[config.mk]
export PLATFORM = sky130hd
export DESIGN_NAME = damage_rect_tracker_top
export DESIGN_NICKNAME = d
export VERILOG_FILES = /design/src/sv/drt_pkg.sv /design/src/sv/drt_cfg.sv /design/src/sv/drt_cmp.sv /design/src/sv/drt_seq.sv /design/src/sv/damage_rect_tracker_top.sv
export SDC_FILE = /design/constraint.sdc
export NUM_CORES = 2
export LEC_CHECK = 0
export BUFFER_PORTS_ARGS = -buffer_cell sky130_fd_sc_hd__clkbuf_2
export CAP_MARGIN = 25
export CORE_MARGIN = 2
export CORE_UTILIZATION = 51
export DETAILED_ROUTE_END_ITERATION = 7
export PLACE_DENSITY = 0.78
export SLEW_MARGIN = 10
export SYNTH_ARGS = -nofsm -noshare
export SYNTH_HDL_FRONTEND = slang
export SYNTH_SLANG_ARGS = --single-unit
[constraint.sdc]
create_clock -name i_clk -period 14.75 [get_ports i_clk]
set_clock_uncertainty 0.05 [all_clocks]
set_input_delay 0.7375 -clock i_clk [delete_from_list [all_inputs] [get_ports i_clk]]
set_output_delay 0.7375 -clock i_clk [all_outputs]
set_load 0.1 [all_outputs]
[src/sv/drt_pkg.sv]
// Shared types, codes and constants of the damage rectangle tracker.
package drt_pkg;

    localparam int MAX_REGIONS_DEF = 16;
    localparam int DIM_W           = 14;
    localparam int COORD_W         = 13;
    localparam int PEND_W          = 5;
    localparam int APB_AW          = 3;
    localparam int APB_DW          = 32;
    localparam logic [DIM_W-1:0] SCREEN_LIMIT      = 14'd8192;
    localparam logic [DIM_W-1:0] SCREEN_WIDTH_RST  = 14'd1024;
    localparam logic [DIM_W-1:0] SCREEN_HEIGHT_RST = 14'd768;

    // register index, taken from paddr[2]
    localparam logic REG_SCREEN_WIDTH  = 1'b0;
    localparam logic REG_SCREEN_HEIGHT = 1'b1;

    typedef enum logic [1:0] {
        REQ_ADD      = 2'd0,
        REQ_MARK_ALL = 2'd1,
        REQ_PRESENT  = 2'd2,
        REQ_RESERVED = 2'd3
    } t_req_type;

    typedef enum logic [1:0] {
        KIND_ACK    = 2'd0,
        KIND_REGION = 2'd1,
        KIND_NONE   = 2'd2
    } t_kind;

    typedef enum logic [3:0] {
        S_IDLE,
        S_CLIP,
        S_SCAN_RD,
        S_SCAN_CMP,
        S_MOVE_RD,
        S_MOVE_WR,
        S_INSERT,
        S_DRAIN_RD,
        S_DRAIN_OUT
    } t_state;

    typedef struct packed {
        logic [1:0]         req_type;
        logic signed [15:0] rect_x;
        logic signed [15:0] rect_y;
        logic [15:0]        rect_width;
        logic [15:0]        rect_height;
    } t_req_item;

    typedef struct packed {
        logic [1:0]         out_kind;
        logic [COORD_W-1:0] out_x;
        logic [COORD_W-1:0] out_y;
        logic [DIM_W-1:0]   out_width;
        logic [DIM_W-1:0]   out_height;
        logic [PEND_W-1:0]  pending_count;
        logic               last;
    } t_result_item;

    // effective screen size, already clamped
    typedef struct packed {
        logic [DIM_W-1:0] width;
        logic [DIM_W-1:0] height;
    } t_screen;

    // stored region, 54 bits
    typedef struct packed {
        logic [COORD_W-1:0] x;
        logic [COORD_W-1:0] y;
        logic [DIM_W-1:0]   w;
        logic [DIM_W-1:0]   h;
    } t_entry;

    // candidate in edge form: left, top, right, bottom (exclusive)
    typedef struct packed {
        logic [DIM_W-1:0] l;
        logic [DIM_W-1:0] t;
        logic [DIM_W-1:0] r;
        logic [DIM_W-1:0] b;
    } t_box;

    typedef struct packed {
        logic touch;
        t_box box;
    } t_merge;

    function automatic logic [DIM_W-1:0] eff_dim(input logic [DIM_W-1:0] v);
        eff_dim = (v > SCREEN_LIMIT) ? SCREEN_LIMIT : v;
    endfunction

endpackage

[src/sv/drt_cfg.sv]
// APB register file holding the screen size.
module drt_cfg (
    input  logic                         i_clk,
    input  logic                         i_rst_n,
    input  logic                         psel,
    input  logic                         penable,
    input  logic                         pwrite,
    input  logic [drt_pkg::APB_AW-1:0]   paddr,
    input  logic [drt_pkg::APB_DW-1:0]   pwdata,
    output logic [drt_pkg::APB_DW-1:0]   prdata,
    output logic                         pready,
    output drt_pkg::t_screen             o_screen
);
    import drt_pkg::*;

    logic [DIM_W-1:0] r_sw;
    logic [DIM_W-1:0] r_sh;
    logic             w_wr;

    // low address bits ignored: two word registers
    assign w_wr   = psel && penable && pwrite;
    assign pready = 1'b1;

    always_ff @(posedge i_clk) begin
        if (!i_rst_n) begin
            r_sw <= SCREEN_WIDTH_RST;
            r_sh <= SCREEN_HEIGHT_RST;
        end else if (w_wr) begin
            if (paddr[2] == REG_SCREEN_HEIGHT) begin
                r_sh <= pwdata[DIM_W-1:0];
            end else begin
                r_sw <= pwdata[DIM_W-1:0];
            end
        end
    end

    always_comb begin
        if (paddr[2] == REG_SCREEN_WIDTH) begin
            prdata = {{(APB_DW-DIM_W){1'b0}}, r_sw};
        end else begin
            prdata = {{(APB_DW-DIM_W){1'b0}}, r_sh};
        end
    end

    assign o_screen.width  = eff_dim(r_sw);
    assign o_screen.height = eff_dim(r_sh);

endmodule

[src/sv/drt_cmp.sv]
// Shared touch test and bounding-box merge of candidate against one entry.
module drt_cmp (
    input  drt_pkg::t_box   i_cand,
    input  drt_pkg::t_entry i_entry,
    output drt_pkg::t_merge o_merge
);
    import drt_pkg::*;

    logic [DIM_W-1:0] w_el;
    logic [DIM_W-1:0] w_et;
    logic [DIM_W-1:0] w_er;
    logic [DIM_W-1:0] w_eb;

    // entries stay inside the screen, so right/bottom fit 14 bits
    assign w_el = {1'b0, i_entry.x};
    assign w_et = {1'b0, i_entry.y};
    assign w_er = w_el + i_entry.w;
    assign w_eb = w_et + i_entry.h;

    // shared edges and corners count as touching
    assign o_merge.touch = (i_cand.l <= w_er) && (i_cand.r >= w_el) &&
                           (i_cand.t <= w_eb) && (i_cand.b >= w_et);

    assign o_merge.box.l = (i_cand.l < w_el) ? i_cand.l : w_el;
    assign o_merge.box.t = (i_cand.t < w_et) ? i_cand.t : w_et;
    assign o_merge.box.r = (i_cand.r > w_er) ? i_cand.r : w_er;
    assign o_merge.box.b = (i_cand.b > w_eb) ? i_cand.b : w_eb;

endmodule

[src/sv/drt_seq.sv]
// Request sequencer with the region table, clipping and result register.
module drt_seq #(
    parameter int MAX_REGIONS = drt_pkg::MAX_REGIONS_DEF
) (
    input  logic                  i_clk,
    input  logic                  i_rst_n,
    input  logic                  i_start,
    input  drt_pkg::t_req_item    i_req,
    output logic                  o_busy,
    input  drt_pkg::t_screen      i_screen,
    output drt_pkg::t_box         o_cand,
    output drt_pkg::t_entry       o_entry,
    input  drt_pkg::t_merge       i_merge,
    output logic                  o_strobe,
    output drt_pkg::t_result_item o_result
);
    import drt_pkg::*;

    localparam int CNTW = $clog2(MAX_REGIONS + 1);
    localparam int AW   = (MAX_REGIONS > 1) ? $clog2(MAX_REGIONS) : 1;

    t_state       r_state, n_state;
    logic [CNTW-1:0] r_count, n_count;
    logic         r_wsd, n_wsd;
    logic [AW-1:0] r_idx, n_idx;
    t_box         r_cand, n_cand;
    t_req_item    r_req, n_req;
    t_entry       r_rdata;
    t_result_item r_out, n_out;
    logic         r_strobe, n_strobe;
    t_entry       r_mem [MAX_REGIONS];

    logic         w_accept;
    logic         w_idx_end;
    logic [CNTW-1:0] w_cm1;
    logic [AW-1:0] w_raddr;
    logic         w_we;
    logic [AW-1:0] w_waddr;
    t_entry       w_wdata;
    logic [PEND_W-1:0] w_pend_now;

    logic signed [17:0] w_x0, w_y0, w_x1, w_y1;
    logic signed [17:0] w_x0c, w_y0c, w_x1c, w_y1c;
    logic signed [17:0] w_sw, w_sh;
    logic         w_clip_empty;
    t_box         w_clip;

    function automatic t_result_item make_result(
        input logic [1:0]         kind,
        input logic [COORD_W-1:0] x,
        input logic [COORD_W-1:0] y,
        input logic [DIM_W-1:0]   w,
        input logic [DIM_W-1:0]   h,
        input logic [PEND_W-1:0]  pend,
        input logic               last
    );
        t_result_item res;
        res.out_kind      = kind;
        res.out_x         = x;
        res.out_y         = y;
        res.out_width     = w;
        res.out_height    = h;
        res.pending_count = pend;
        res.last          = last;
        make_result = res;
    endfunction

    assign w_accept   = i_start && (r_state == S_IDLE);
    assign o_busy     = (r_state != S_IDLE);
    assign w_idx_end  = ((CNTW'(r_idx) + 1'b1) == r_count);
    assign w_cm1      = r_count - 1'b1;
    assign w_pend_now = r_wsd ? PEND_W'(1) : PEND_W'(r_count);

    // clipping on the latched request
    assign w_x0  = {{2{r_req.rect_x[15]}}, r_req.rect_x};
    assign w_y0  = {{2{r_req.rect_y[15]}}, r_req.rect_y};
    assign w_x1  = w_x0 + $signed({2'b00, r_req.rect_width});
    assign w_y1  = w_y0 + $signed({2'b00, r_req.rect_height});
    assign w_sw  = $signed({4'b0000, i_screen.width});
    assign w_sh  = $signed({4'b0000, i_screen.height});
    assign w_x0c = w_x0[17] ? 18'sd0 : w_x0;
    assign w_y0c = w_y0[17] ? 18'sd0 : w_y0;
    assign w_x1c = (w_x1 > w_sw) ? w_sw : w_x1;
    assign w_y1c = (w_y1 > w_sh) ? w_sh : w_y1;
    assign w_clip_empty = (w_x1c <= w_x0c) || (w_y1c <= w_y0c);
    assign w_clip.l = w_x0c[DIM_W-1:0];
    assign w_clip.t = w_y0c[DIM_W-1:0];
    assign w_clip.r = w_x1c[DIM_W-1:0];
    assign w_clip.b = w_y1c[DIM_W-1:0];

    assign o_cand  = r_cand;
    assign o_entry = r_rdata;

    // next state
    always_comb begin
        n_state = r_state;
        case (r_state)
            S_IDLE: begin
                if (w_accept) begin
                    if (i_req.req_type == REQ_ADD && !r_wsd) begin
                        n_state = S_CLIP;
                    end else if (i_req.req_type == REQ_PRESENT && !r_wsd &&
                                 r_count != '0) begin
                        n_state = S_DRAIN_RD;
                    end
                end
            end
            S_CLIP: begin
                if (w_clip_empty) begin
                    n_state = S_IDLE;
                end else if (r_count == '0) begin
                    n_state = S_INSERT;
                end else begin
                    n_state = S_SCAN_RD;
                end
            end
            S_SCAN_RD:  n_state = S_SCAN_CMP;
            S_SCAN_CMP: begin
                if (i_merge.touch) begin
                    n_state = S_MOVE_RD;
                end else if (w_idx_end) begin
                    n_state = S_INSERT;
                end else begin
                    n_state = S_SCAN_RD;
                end
            end
            S_MOVE_RD:  n_state = S_MOVE_WR;
            S_MOVE_WR: begin
                n_state = (r_count == CNTW'(1)) ? S_INSERT : S_SCAN_RD;
            end
            S_INSERT:   n_state = S_IDLE;
            S_DRAIN_RD: n_state = S_DRAIN_OUT;
            S_DRAIN_OUT: begin
                n_state = w_idx_end ? S_IDLE : S_DRAIN_RD;
            end
            default:    n_state = S_IDLE;
        endcase
    end

    // datapath and outputs
    always_comb begin
        n_count  = r_count;
        n_wsd    = r_wsd;
        n_idx    = r_idx;
        n_cand   = r_cand;
        n_req    = r_req;
        n_out    = '0;
        n_strobe = 1'b0;
        w_raddr  = r_idx;
        w_we     = 1'b0;
        w_waddr  = r_idx;
        w_wdata  = r_rdata;
        case (r_state)
            S_IDLE: begin
                if (w_accept) begin
                    n_req = i_req;
                    n_idx = '0;
                    case (i_req.req_type)
                        REQ_MARK_ALL: begin
                            n_wsd    = 1'b1;
                            n_count  = '0;
                            n_strobe = 1'b1;
                            n_out    = make_result(KIND_ACK, '0, '0, '0, '0,
                                                   PEND_W'(1), 1'b1);
                        end
                        REQ_PRESENT: begin
                            if (r_wsd) begin
                                n_wsd    = 1'b0;
                                n_count  = '0;
                                n_strobe = 1'b1;
                                n_out    = make_result(KIND_REGION, '0, '0,
                                                       i_screen.width,
                                                       i_screen.height,
                                                       '0, 1'b1);
                            end else if (r_count == '0) begin
                                n_strobe = 1'b1;
                                n_out    = make_result(KIND_NONE, '0, '0, '0,
                                                       '0, '0, 1'b1);
                            end
                        end
                        REQ_ADD: begin
                            if (r_wsd) begin
                                n_strobe = 1'b1;
                                n_out    = make_result(KIND_ACK, '0, '0, '0,
                                                       '0, w_pend_now, 1'b1);
                            end
                        end
                        default: begin
                            n_strobe = 1'b1;
                            n_out    = make_result(KIND_ACK, '0, '0, '0, '0,
                                                   w_pend_now, 1'b1);
                        end
                    endcase
                end
            end
            S_CLIP: begin
                if (w_clip_empty) begin
                    n_strobe = 1'b1;
                    n_out    = make_result(KIND_ACK, '0, '0, '0, '0,
                                           w_pend_now, 1'b1);
                end else begin
                    n_cand = w_clip;
                end
            end
            S_SCAN_RD: begin
                w_raddr = r_idx;
            end
            S_SCAN_CMP: begin
                if (i_merge.touch) begin
                    n_cand = i_merge.box;
                end else if (!w_idx_end) begin
                    n_idx = r_idx + 1'b1;
                end
            end
            S_MOVE_RD: begin
                // fetch the last entry to fill the merged slot
                w_raddr = w_cm1[AW-1:0];
            end
            S_MOVE_WR: begin
                w_we    = 1'b1;
                w_waddr = r_idx;
                w_wdata = r_rdata;
                n_count = w_cm1;
                n_idx   = '0;
            end
            S_INSERT: begin
                n_strobe = 1'b1;
                if (r_count >= CNTW'(MAX_REGIONS)) begin
                    n_wsd   = 1'b1;
                    n_count = '0;
                    n_out   = make_result(KIND_ACK, '0, '0, '0, '0,
                                          PEND_W'(1), 1'b1);
                end else begin
                    w_we      = 1'b1;
                    w_waddr   = r_count[AW-1:0];
                    w_wdata.x = r_cand.l[COORD_W-1:0];
                    w_wdata.y = r_cand.t[COORD_W-1:0];
                    w_wdata.w = r_cand.r - r_cand.l;
                    w_wdata.h = r_cand.b - r_cand.t;
                    n_count   = r_count + 1'b1;
                    n_out     = make_result(KIND_ACK, '0, '0, '0, '0,
                                            PEND_W'(r_count + 1'b1), 1'b1);
                end
            end
            S_DRAIN_RD: begin
                w_raddr = r_idx;
            end
            S_DRAIN_OUT: begin
                n_strobe = 1'b1;
                n_out    = make_result(KIND_REGION, r_rdata.x, r_rdata.y,
                                       r_rdata.w, r_rdata.h, '0, w_idx_end);
                if (w_idx_end) begin
                    n_count = '0;
                end else begin
                    n_idx = r_idx + 1'b1;
                end
            end
            default: begin
                n_strobe = 1'b0;
            end
        endcase
    end

    always_ff @(posedge i_clk) begin
        if (!i_rst_n) begin
            r_state  <= S_IDLE;
            r_count  <= '0;
            r_wsd    <= 1'b0;
            r_idx    <= '0;
            r_strobe <= 1'b0;
        end else begin
            r_state  <= n_state;
            r_count  <= n_count;
            r_wsd    <= n_wsd;
            r_idx    <= n_idx;
            r_strobe <= n_strobe;
        end
    end

    always_ff @(posedge i_clk) begin
        r_cand <= n_cand;
        r_req  <= n_req;
        r_out  <= n_out;
    end

    // region table: one write port, one registered read port
    always_ff @(posedge i_clk) begin
        if (w_we) begin
            r_mem[w_waddr] <= w_wdata;
        end
        r_rdata <= r_mem[w_raddr];
    end

    assign o_strobe = r_strobe;
    assign o_result = r_out;

endmodule

[src/sv/damage_rect_tracker_top.sv]
// Damage rectangle tracker: APB config, sequencer/table and shared merge unit.
// Mark-all, reserved, full-screen/empty present, ignored add: result next cycle.
// Add: clip, read and compare each entry; a merge moves the last entry into its slot
//   and rescans from entry 0; insert, result next. Present: read, output each region.
// Throughput: one transaction at a time; busy drops in the cycle of the final result.
// Results strobe one cycle, no stall. Sync active-low reset empties table and full-screen.
module damage_rect_tracker_top #(
    parameter int MAX_REGIONS = drt_pkg::MAX_REGIONS_DEF
) (
    input  logic                         i_clk,
    input  logic                         i_rst_n,
    // request channel
    input  logic                         start,
    output logic                         busy,
    input  drt_pkg::t_req_item           i_req,
    // result channel
    output logic                         o_strobe,
    output drt_pkg::t_result_item        o_result,
    // configuration
    input  logic                         psel,
    input  logic                         penable,
    input  logic                         pwrite,
    input  logic [drt_pkg::APB_AW-1:0]   paddr,
    input  logic [drt_pkg::APB_DW-1:0]   pwdata,
    output logic [drt_pkg::APB_DW-1:0]   prdata,
    output logic                         pready
);
    import drt_pkg::*;

    t_screen w_screen;
    t_box    w_cand;
    t_entry  w_entry;
    t_merge  w_merge;

    // screen size registers, clamped to the supported limit
    drt_cfg u_cfg (
        .i_clk    (i_clk),
        .i_rst_n  (i_rst_n),
        .psel     (psel),
        .penable  (penable),
        .pwrite   (pwrite),
        .paddr    (paddr),
        .pwdata   (pwdata),
        .prdata   (prdata),
        .pready   (pready),
        .o_screen (w_screen)
    );

    // control sequencer, owns the region table and the result register
    drt_seq #(
        .MAX_REGIONS (MAX_REGIONS)
    ) u_seq (
        .i_clk    (i_clk),
        .i_rst_n  (i_rst_n),
        .i_start  (start),
        .i_req    (i_req),
        .o_busy   (busy),
        .i_screen (w_screen),
        .o_cand   (w_cand),
        .o_entry  (w_entry),
        .i_merge  (w_merge),
        .o_strobe (o_strobe),
        .o_result (o_result)
    );

    // one touch/merge unit reused for every entry visited by the scan
    drt_cmp u_cmp (
        .i_cand  (w_cand),
        .i_entry (w_entry),
        .o_merge (w_merge)
    );

    // every accepted transaction is either answered next cycle or keeps the block busy
    a_accept_answered: assert property (@(posedge i_clk) disable iff (!i_rst_n)
        (start && !busy) |=> (o_strobe || busy))
        else $error("accepted transaction neither answered nor in progress");

    // a result that is not the last of its transaction leaves the block busy
    a_more_pending: assert property (@(posedge i_clk) disable iff (!i_rst_n)
        (o_strobe && !o_result.last) |-> busy)
        else $error("block idle while a drain is unfinished");

    // drained regions and empty notices always report nothing pending
    a_drain_count: assert property (@(posedge i_clk) disable iff (!i_rst_n)
        (o_strobe && (o_result.out_kind == KIND_REGION ||
                      o_result.out_kind == KIND_NONE))
        |-> (o_result.pending_count == '0))
        else $error("present result with nonzero pending count");

endmodule

==> Word level (Yosys, flattened, before mapping) <==
Memory sizes are Yosys's and may differ from the RTL's. A register that Yosys moved wholly into a read port is not among the register bits.
Index checks and enable logic that the tools add are counted.
{ "classes": {"n_addsub": 10, "n_lt_le_gt_ge": 15, "n_eq_ne": 25, "n_mux": 63, "bitwise_logic": 1, "n_reduce_logical": 32} }
{ "ops": {"columns": ["operator", "n"], "rows": [
  ["$pmux 62 s4", 1],
  ["$mux 62", 3],
  ["$pmux 62 s3", 1],
  ["$mux 56", 2],
  ["$pmux 56 s2", 1],
  ["$mux 54", 2],
  ["$mux 14", 7],
  ["$mux 4", 11],
  ["$add 16x17->18", 2],
  ["$gt 18x15->1", 2],
  ["$le 18x18->1", 2],
  ["$mux 18", 2],
  ["$pmux 4 s8", 1],
  ["$mux 15", 2],
  ["$add 13x14->14", 2],
  ["$ge 14x13->1", 2],
  ["$gt 14x14->1", 2],
  ["$gt 14x14->1 const B", 2],
  ["$le 14x14->1", 2],
  ["$lt 14x13->1", 2],
  ["$sub 14x14->14", 2],
  ["$mux 5", 5],
  ["$pmux 5 s4", 1],
  ["$reduce_and 4->1", 5],
  ["38 further kinds", 82]
]} }
{ "totals": {"regBits": 225, "ramBits": 864, "inputBits": 107, "output_inout_bits": 97, "word_cells": 169, "memories": 1} }
{ "memory_table": {"columns": ["name", "depth", "word_bits", "rd", "rd_clocked_by_memory_dff", "write_ports", "line_no", "text"], "rows": [
  ["u_seq.r_mem", 16, 54, 1, 1, 1, "drt_seq.sv:31", "t_entry r_mem [MAX_REGIONS];"]
]} }

==> Longest topological paths before layout <==
{ "depth": {"ltp_word": 8, "depth_mapped": 32, "ltp_nobuf": 31} }

==> Cells and area by module <==
Synthesis repeated with hierarchy kept, for this count alone.
{ "hier_totals": {"hier_cells": 4719, "hier_area_um2": 53540.1} }
{ "by_module_without_submodules": {"columns": ["module", "instances", "cells_each", "area_per_inst_um2"], "rows": [
  ["drt_seq", 1, 4025, 47719.5],
  ["drt_cmp", 1, 514, 4212.8],
  ["drt_cfg", 1, 180, 1607.8]
]} }

==> Least setup slack after synthesis <==
No wires, ideal clock.
{ "synth_timing": {"path_type": "flip-flop to flip-flop", "startpoint": "register u_seq.r_req[48] (netlist bit)", "endpoint": "register u_seq.r_cand, in the netlist u_seq.o_cand[0] (enable)", "t_arrival_ns": 5.527, "t_required_ns": 14.343, "setup_slack_ns": 8.817, "stages_incl_launch_ff": 27, "synth_period_minus_slack_ns": 5.933, "path_cell_list": "edfxtp_1 ha_1 inv_1 fa_1 nor2b_1 o31a_1 o21a_1 nor2_1 xnor2_1 ha_1 nand3_1 or4_1 or4_1 a211oi_1 nand4_1 o211ai_2 clkbuf_1 o21ai_0 ha_1 and3_1 nand3_1 nor2_1 a311oi_1 o22ai_2 o21ai_2 nor4_4 a21o_1"} }
{ "synth_between": {"elab_chain_len": 7, "word_cells_on_any_way": 8} }
{ "synth_lines": {"columns": ["item", "line_no", "text"], "rows": [
  ["start: declaration", "drt_seq.sv:27", "t_req_item r_req, n_req;"],
  ["start signal: assignment", "drt_seq.sv:282", "r_req <= n_req;"],
  ["$add 16x17->18", "drt_seq.sv:77", "assign w_x1 = w_x0 + $signed({2'b00, r_req.rect_width});"],
  ["$gt 18x15->1", "drt_seq.sv:83", "assign w_x1c = (w_x1 > w_sw) ? w_sw : w_x1;"],
  ["$mux 18", "drt_seq.sv:83", null],
  ["$le 18x18->1 (*)", "drt_seq.sv:85", "assign w_clip_empty = (w_x1c <= w_x0c) || (w_y1c <= w_y0c);"],
  ["$logic_or 1x1->1 (*)", "drt_seq.sv:85", null],
  ["$ne 2x2->1 (no line) (*)", null, null],
  ["$reduce_and 4->1 (no line) (*)", null, null],
  ["end signal: assignment", "drt_seq.sv:281", "r_cand <= n_cand;"],
  ["end: declaration", "drt_seq.sv:26", "t_box r_cand, n_cand;"]
]} }
Mark *: on every way between the ends. The rest lies on a longest branch, timed or not.
A chain may end at the register's enable or synchronous reset.

==> Worst setup path after layout <==
{ "layout_timing": {"startpoint": "register u_seq.r_req[32] (netlist bit)", "endpoint": "register u_seq.r_cand, in the netlist u_seq.o_cand[44] (enable)"} }
{ "layout_between": {"elab_chain_len": 7, "word_cells_on_any_way": 8} }
{ "layout_lines": {"columns": ["item", "line_no", "text"], "rows": [
  ["$add 16x17->18", "drt_seq.sv:78", "assign w_y1 = w_y0 + $signed({2'b00, r_req.rect_height});"],
  ["$gt 18x15->1", "drt_seq.sv:84", "assign w_y1c = (w_y1 > w_sh) ? w_sh : w_y1;"],
  ["$mux 18", "drt_seq.sv:84", null],
  ["$le 18x18->1 (*)", "drt_seq.sv:85", null],
  ["$logic_or 1x1->1 (*)", "drt_seq.sv:85", null],
  ["$ne 2x2->1 (no line) (*)", null, null],
  ["$reduce_and 4->1 (no line) (*)", null, null]
]} }
Marks and branches as above.

==> flow_results.org <==
** Route
- Vias after detailed routing :: 31600
- Number of detailed-routing iterations run before antenna repair :: 5
- Number of DRC violations after detailed-routing iteration 0 :: 3937
- Avg WL per Cell :: 26.3 um
- For this block, the routed nets add up to 134000 um of wire.
- Post-route ant nets :: 0
- Count of unresolved DRC violations after routing :: 0
- Avg Vias per Cell :: 6.22

** Final layout
- Most common cell after layout, fill and taps aside :: sky130_fd_sc_hd__edfxtp_1
- Final-layout fill cell count :: 7480
- Proportion of layout cells with a drive suffix above 1 :: 0.187
- Summing all flip-flop and latch instances after layout gives 32700 sq um.
- Highest-count cells in the layout ignoring fill and taps :: sky130_fd_sc_hd__edfxtp_1, sky130_fd_sc_hd__nand2_1, sky130_fd_sc_hd__ha_1
- Number of nets in the final layout :: 4057
- Measured on the finished design, the core utilization comes to 0.577.
- Footprint of the multi-input gates :: 17500 sq um
- Area growth, synth to finish :: 12.5%

** Global routing
- Global-route usage over all layers :: 0.258
- Global routing finished with a remaining overflow of 0.
- Entering global routing, the biggest net connects 98 pins.
- The via count of the first global-routing pass came to 31000.
- The first global-routing pass estimated 198000 um of wire.
- The initial antenna violation count is 1.

** Timing
- Setup slack on the critical path of the routed design comes to 6880 ps.
- For the finished layout, the period the worst path requires is 7870 ps.
- The count of final max-slew check failures came to 0.
- At the pin with the least slew margin, the transition time is 1080 ps.
- In the finished design, the share of the clock period the worst path needs comes to 0.533.
- Number of failing hold endpoints at the final stage :: 0
- Hold is met by 177 ps.
- Setup TNS :: 0 ps
- Setup violations remaining at the end of the flow were counted as 0.
- Max Fclk :: 0.127 GHz
- Normalized max-slew margin :: 0.280
- Setup repair after global routing missed its margin :: no

** Power
- The share of total power dissipated in the clock network is 0.252.
- In this run the power density over the cells is 197 nW/um^2.
- Worst VDD drop :: 118 uV
- Switching power share of the total :: 0.350
- Internal power comes to 0.00739 W.
- The share of total power dissipated in combinational logic is 0.361.
- Sw Pwr :: 0.00398 W
- Reg power frac :: 0.387
- Summed over all cells, the static leakage comes to 20.9 nW.
- Overall power of the completed layout :: 0.0114 W

** Critical path
- Most repeated library cell on the critical path :: sky130_fd_sc_hd__o21ai_0
- The largest single stage delay on the critical path is 750 ps.
- For the worst setup path, the data required time is 15010 ps.
- Worst Path Class, Setup :: flop to flop
- The worst setup path is captured at a flop.
- In this run the worst path has a maximum fanout of 19.
- The largest individual stage delay along the critical path comes from the cell sky130_fd_sc_hd__nor4_4.
- Path depth of the worst reg2reg path :: 28
- Startpoint class of the critical path :: flop
- WP data arrival :: 8130 ps

** Logic synthesis
- Of all flip-flops after synthesis, the portion carrying an async set or reset was 0.
- Sequential fraction of the synthesis area :: 0.639
- Number of register bits inferred by synthesis :: 1143
- The mapped netlist covers 51200 sq um.
- Mean instance size in the synthesized netlist :: 14.8 sq um
- Top flip-flop cell by instance count after synthesis :: sky130_fd_sc_hd__edfxtp_1
- Gate Count Post-Synth :: 3470
- Warning count from the yosys run :: 0
- Post-synth EDFFs :: 984
- Yosys mapped the design onto 82 distinct sky130hd cell types.

** Floorplanning
- In this run the vertical extent of the chip is 321 um.
- The floorplan has 116 rows.
- Die footprint :: 103000 sq um
- Core area :: 99900 sq um
- In this run the horizontal extent of the chip is 321 um.
- In this run the count of I/O pins placed on the die edge is 204.
- Starting density of the core :: 0.513

** Place
- Placer's final routability congestion estimate :: 0.959
- Dpl ws :: 7100 ps
- Sum of net half-perimeters after detailed placement :: 84000 um
- In this run the tool buffered the top-level ports with 164 buffer cells.

** CTS
- Resized cells post-CTS :: 0
- CTS sink count :: 1143
- Post-CTS setup repair buffer count :: 0
- Clock transition at the register clock pins on the worst setup and hold paths after CTS :: 70 ps
- # hold bufs at CTS :: 0
- TritonCTS clock tree :: yes
- At the later pin of the worst-skew pair, clock insertion delay measures 690 ps.
- Clock tree synthesis selected as its root buffer the cell sky130_fd_sc_hd__clkbuf_16.
- H-tree levels :: 3
- Maximum count of clock buffers along a single path :: 3
- TritonCTS created 107 clock buffers.

** Status
- Outcome :: complete, no violations

** Worst hold path
- Type of the tightest min-delay check :: primary input to flop
- Counting instances, the worst hold path has a depth of 1.

** Run
- Max-cap violations in this run came to 0.
## state kept, by name (all words and copies together), names as in the netlist
register        cells
u_seq.r_mem       864
u_seq.r_req        64
u_seq.o_result     62
u_seq.o_cand       56
u_seq.o_entry      54
u_cfg.r_sh         14
u_cfg.r_sw         14
u_seq.r_count       5
u_seq.r_idx         4
u_seq.r_state       4
u_seq.o_strobe      1
u_seq.r_wsd         1
## stage by stage
| step | instances | cell area, sq um |
|---|---|---|
| global route | 5083 | 57600 |
| floorplan | 3487 | 51300 |
| global placement | 4875 | 53900 |
| CTS | 5081 | 57600 |
| finish | 5085 | 57600 |
| detailed placement | 4878 | 53900 |
## final timing paths
kind                                       from          endpoint  slack, ps
worst max-delay path            u_seq.r_req[32]  u_seq.o_cand[44]       6880
worst min-delay path                  i_req[55]   u_seq.r_req[55]        180
worst max register to register  u_seq.r_req[32]  u_seq.o_cand[44]       6880
worst min register to register    u_cfg.r_sw[8]     u_cfg.r_sw[8]        480
## cell families after synthesis
kind of cell | Yosys count | share of synthesized area
flip-flops | 1143 | 0.639
adder cells (fa/ha/maj) | 259 | 0.0642
XOR/XNOR | 66 | 0.0116
multiplexers | 295 | 0.111
AND/OR/NAND/NOR | 731 | 0.0668
other | 2 | 0.000147
buffers and inverters | 291 | 0.0233
AO/OA/AOI/OAI | 683 | 0.0836
## cells in the mapped netlist, types with 4 or more instances
library cell,count,area [sq um]
sky130_fd_sc_hd__nor3_1,29,145
sky130_fd_sc_hd__a21boi_0,41,308
sky130_fd_sc_hd__o31a_1,7,61.3
sky130_fd_sc_hd__fa_1,6,120
sky130_fd_sc_hd__nand2b_1,27,169
sky130_fd_sc_hd__buf_4,19,143
sky130_fd_sc_hd__o21ai_0,185,926
sky130_fd_sc_hd__a31oi_1,12,75.1
sky130_fd_sc_hd__or2_2,6,37.5
sky130_fd_sc_hd__o31ai_1,19,143
sky130_fd_sc_hd__a211oi_1,63,473
sky130_fd_sc_hd__o211ai_1,11,82.6
sky130_fd_sc_hd__nand2_1,300,1130
sky130_fd_sc_hd__a21oi_1,189,946
sky130_fd_sc_hd__a22oi_1,5,37.5
sky130_fd_sc_hd__clkbuf_1,111,417
sky130_fd_sc_hd__and3_1,14,87.6
sky130_fd_sc_hd__mux2i_1,62,621
sky130_fd_sc_hd__xor2_1,22,193
sky130_fd_sc_hd__or4_1,4,30.0
sky130_fd_sc_hd__xnor2_1,43,377
sky130_fd_sc_hd__nand3_1,25,125
sky130_fd_sc_hd__o21a_1,28,210
sky130_fd_sc_hd__nand4_1,33,206
sky130_fd_sc_hd__nor2b_1,95,594
sky130_fd_sc_hd__nor4_1,10,62.6
sky130_fd_sc_hd__mux4_2,217,4890
sky130_fd_sc_hd__dfxtp_1,159,3180
sky130_fd_sc_hd__nor3b_1,8,60.1
sky130_fd_sc_hd__a22o_1,5,43.8
sky130_fd_sc_hd__nor2_1,159,597
sky130_fd_sc_hd__buf_2,22,110
sky130_fd_sc_hd__ha_1,253,3170
sky130_fd_sc_hd__and4_1,4,35.0
sky130_fd_sc_hd__edfxtp_1,984,29500
sky130_fd_sc_hd__buf_1,12,45.0
sky130_fd_sc_hd__o21bai_1,13,97.6
sky130_fd_sc_hd__o2111ai_1,5,43.8
sky130_fd_sc_hd__a21o_1,47,353
sky130_fd_sc_hd__inv_1,125,469
sky130_fd_sc_hd__o21ai_1,7,35.0
sky130_fd_sc_hd__mux2_2,16,180
sky130_fd_sc_hd__a211o_1,7,61.3
sky130_fd_sc_hd__nand3b_1,4,30.0
## layer usage
| layer | vias up | GRT usage | share of wire |
|---|---|---|---|
| met3 | 267 | 0.0378 | 0.086 |
| li1 | 13800 | - | - |
| met1 | 15900 | 0.353 | 0.40 |
| met4 | 0 | 0.105 | 0.041 |
| met2 | 1692 | 0.419 | 0.48 |
| met5 | - | 0 | 0 |
## critical path: cells and delay by family (launching register included)
kind | cells | cell delay [ps]
AOI/OAI and AO/OA | 15 | 3280
xor gates and xnor gates | 1 | 310
adders and majority gates | 4 | 1260
buffers and inverters | 1 | 60
DFF | 1 | 370
and+or+nand+nor | 7 | 2130
## power by group through the flow
stage	Clock, W	Sequential, W	Combinational (W)
4_1_cts	0.00289	0.00438	0.00405
6_report	0.00286	0.00440	0.00411
2_1_floorplan	0	0.00433	0.00289
5_1_grt	0.00301	0.00440	0.00453
3_5_place_dp	0	0.00445	0.00400
3_3_place_gp	0	0.00445	0.00389
## layout make-up
class | count | share of cell area
sequential | 1143 | 0.568
timing repair buffer | 260 | 0.0276
multi-input combinational | 2053 | 0.304
inverter | 126 | 0.00821
antenna | 2 | 0.0000869
tap | 1298 | 0.0282
clock buffer | 144 | 0.0508
clock inverter | 59 | 0.0129
Power figures use the tool's default switching activity.
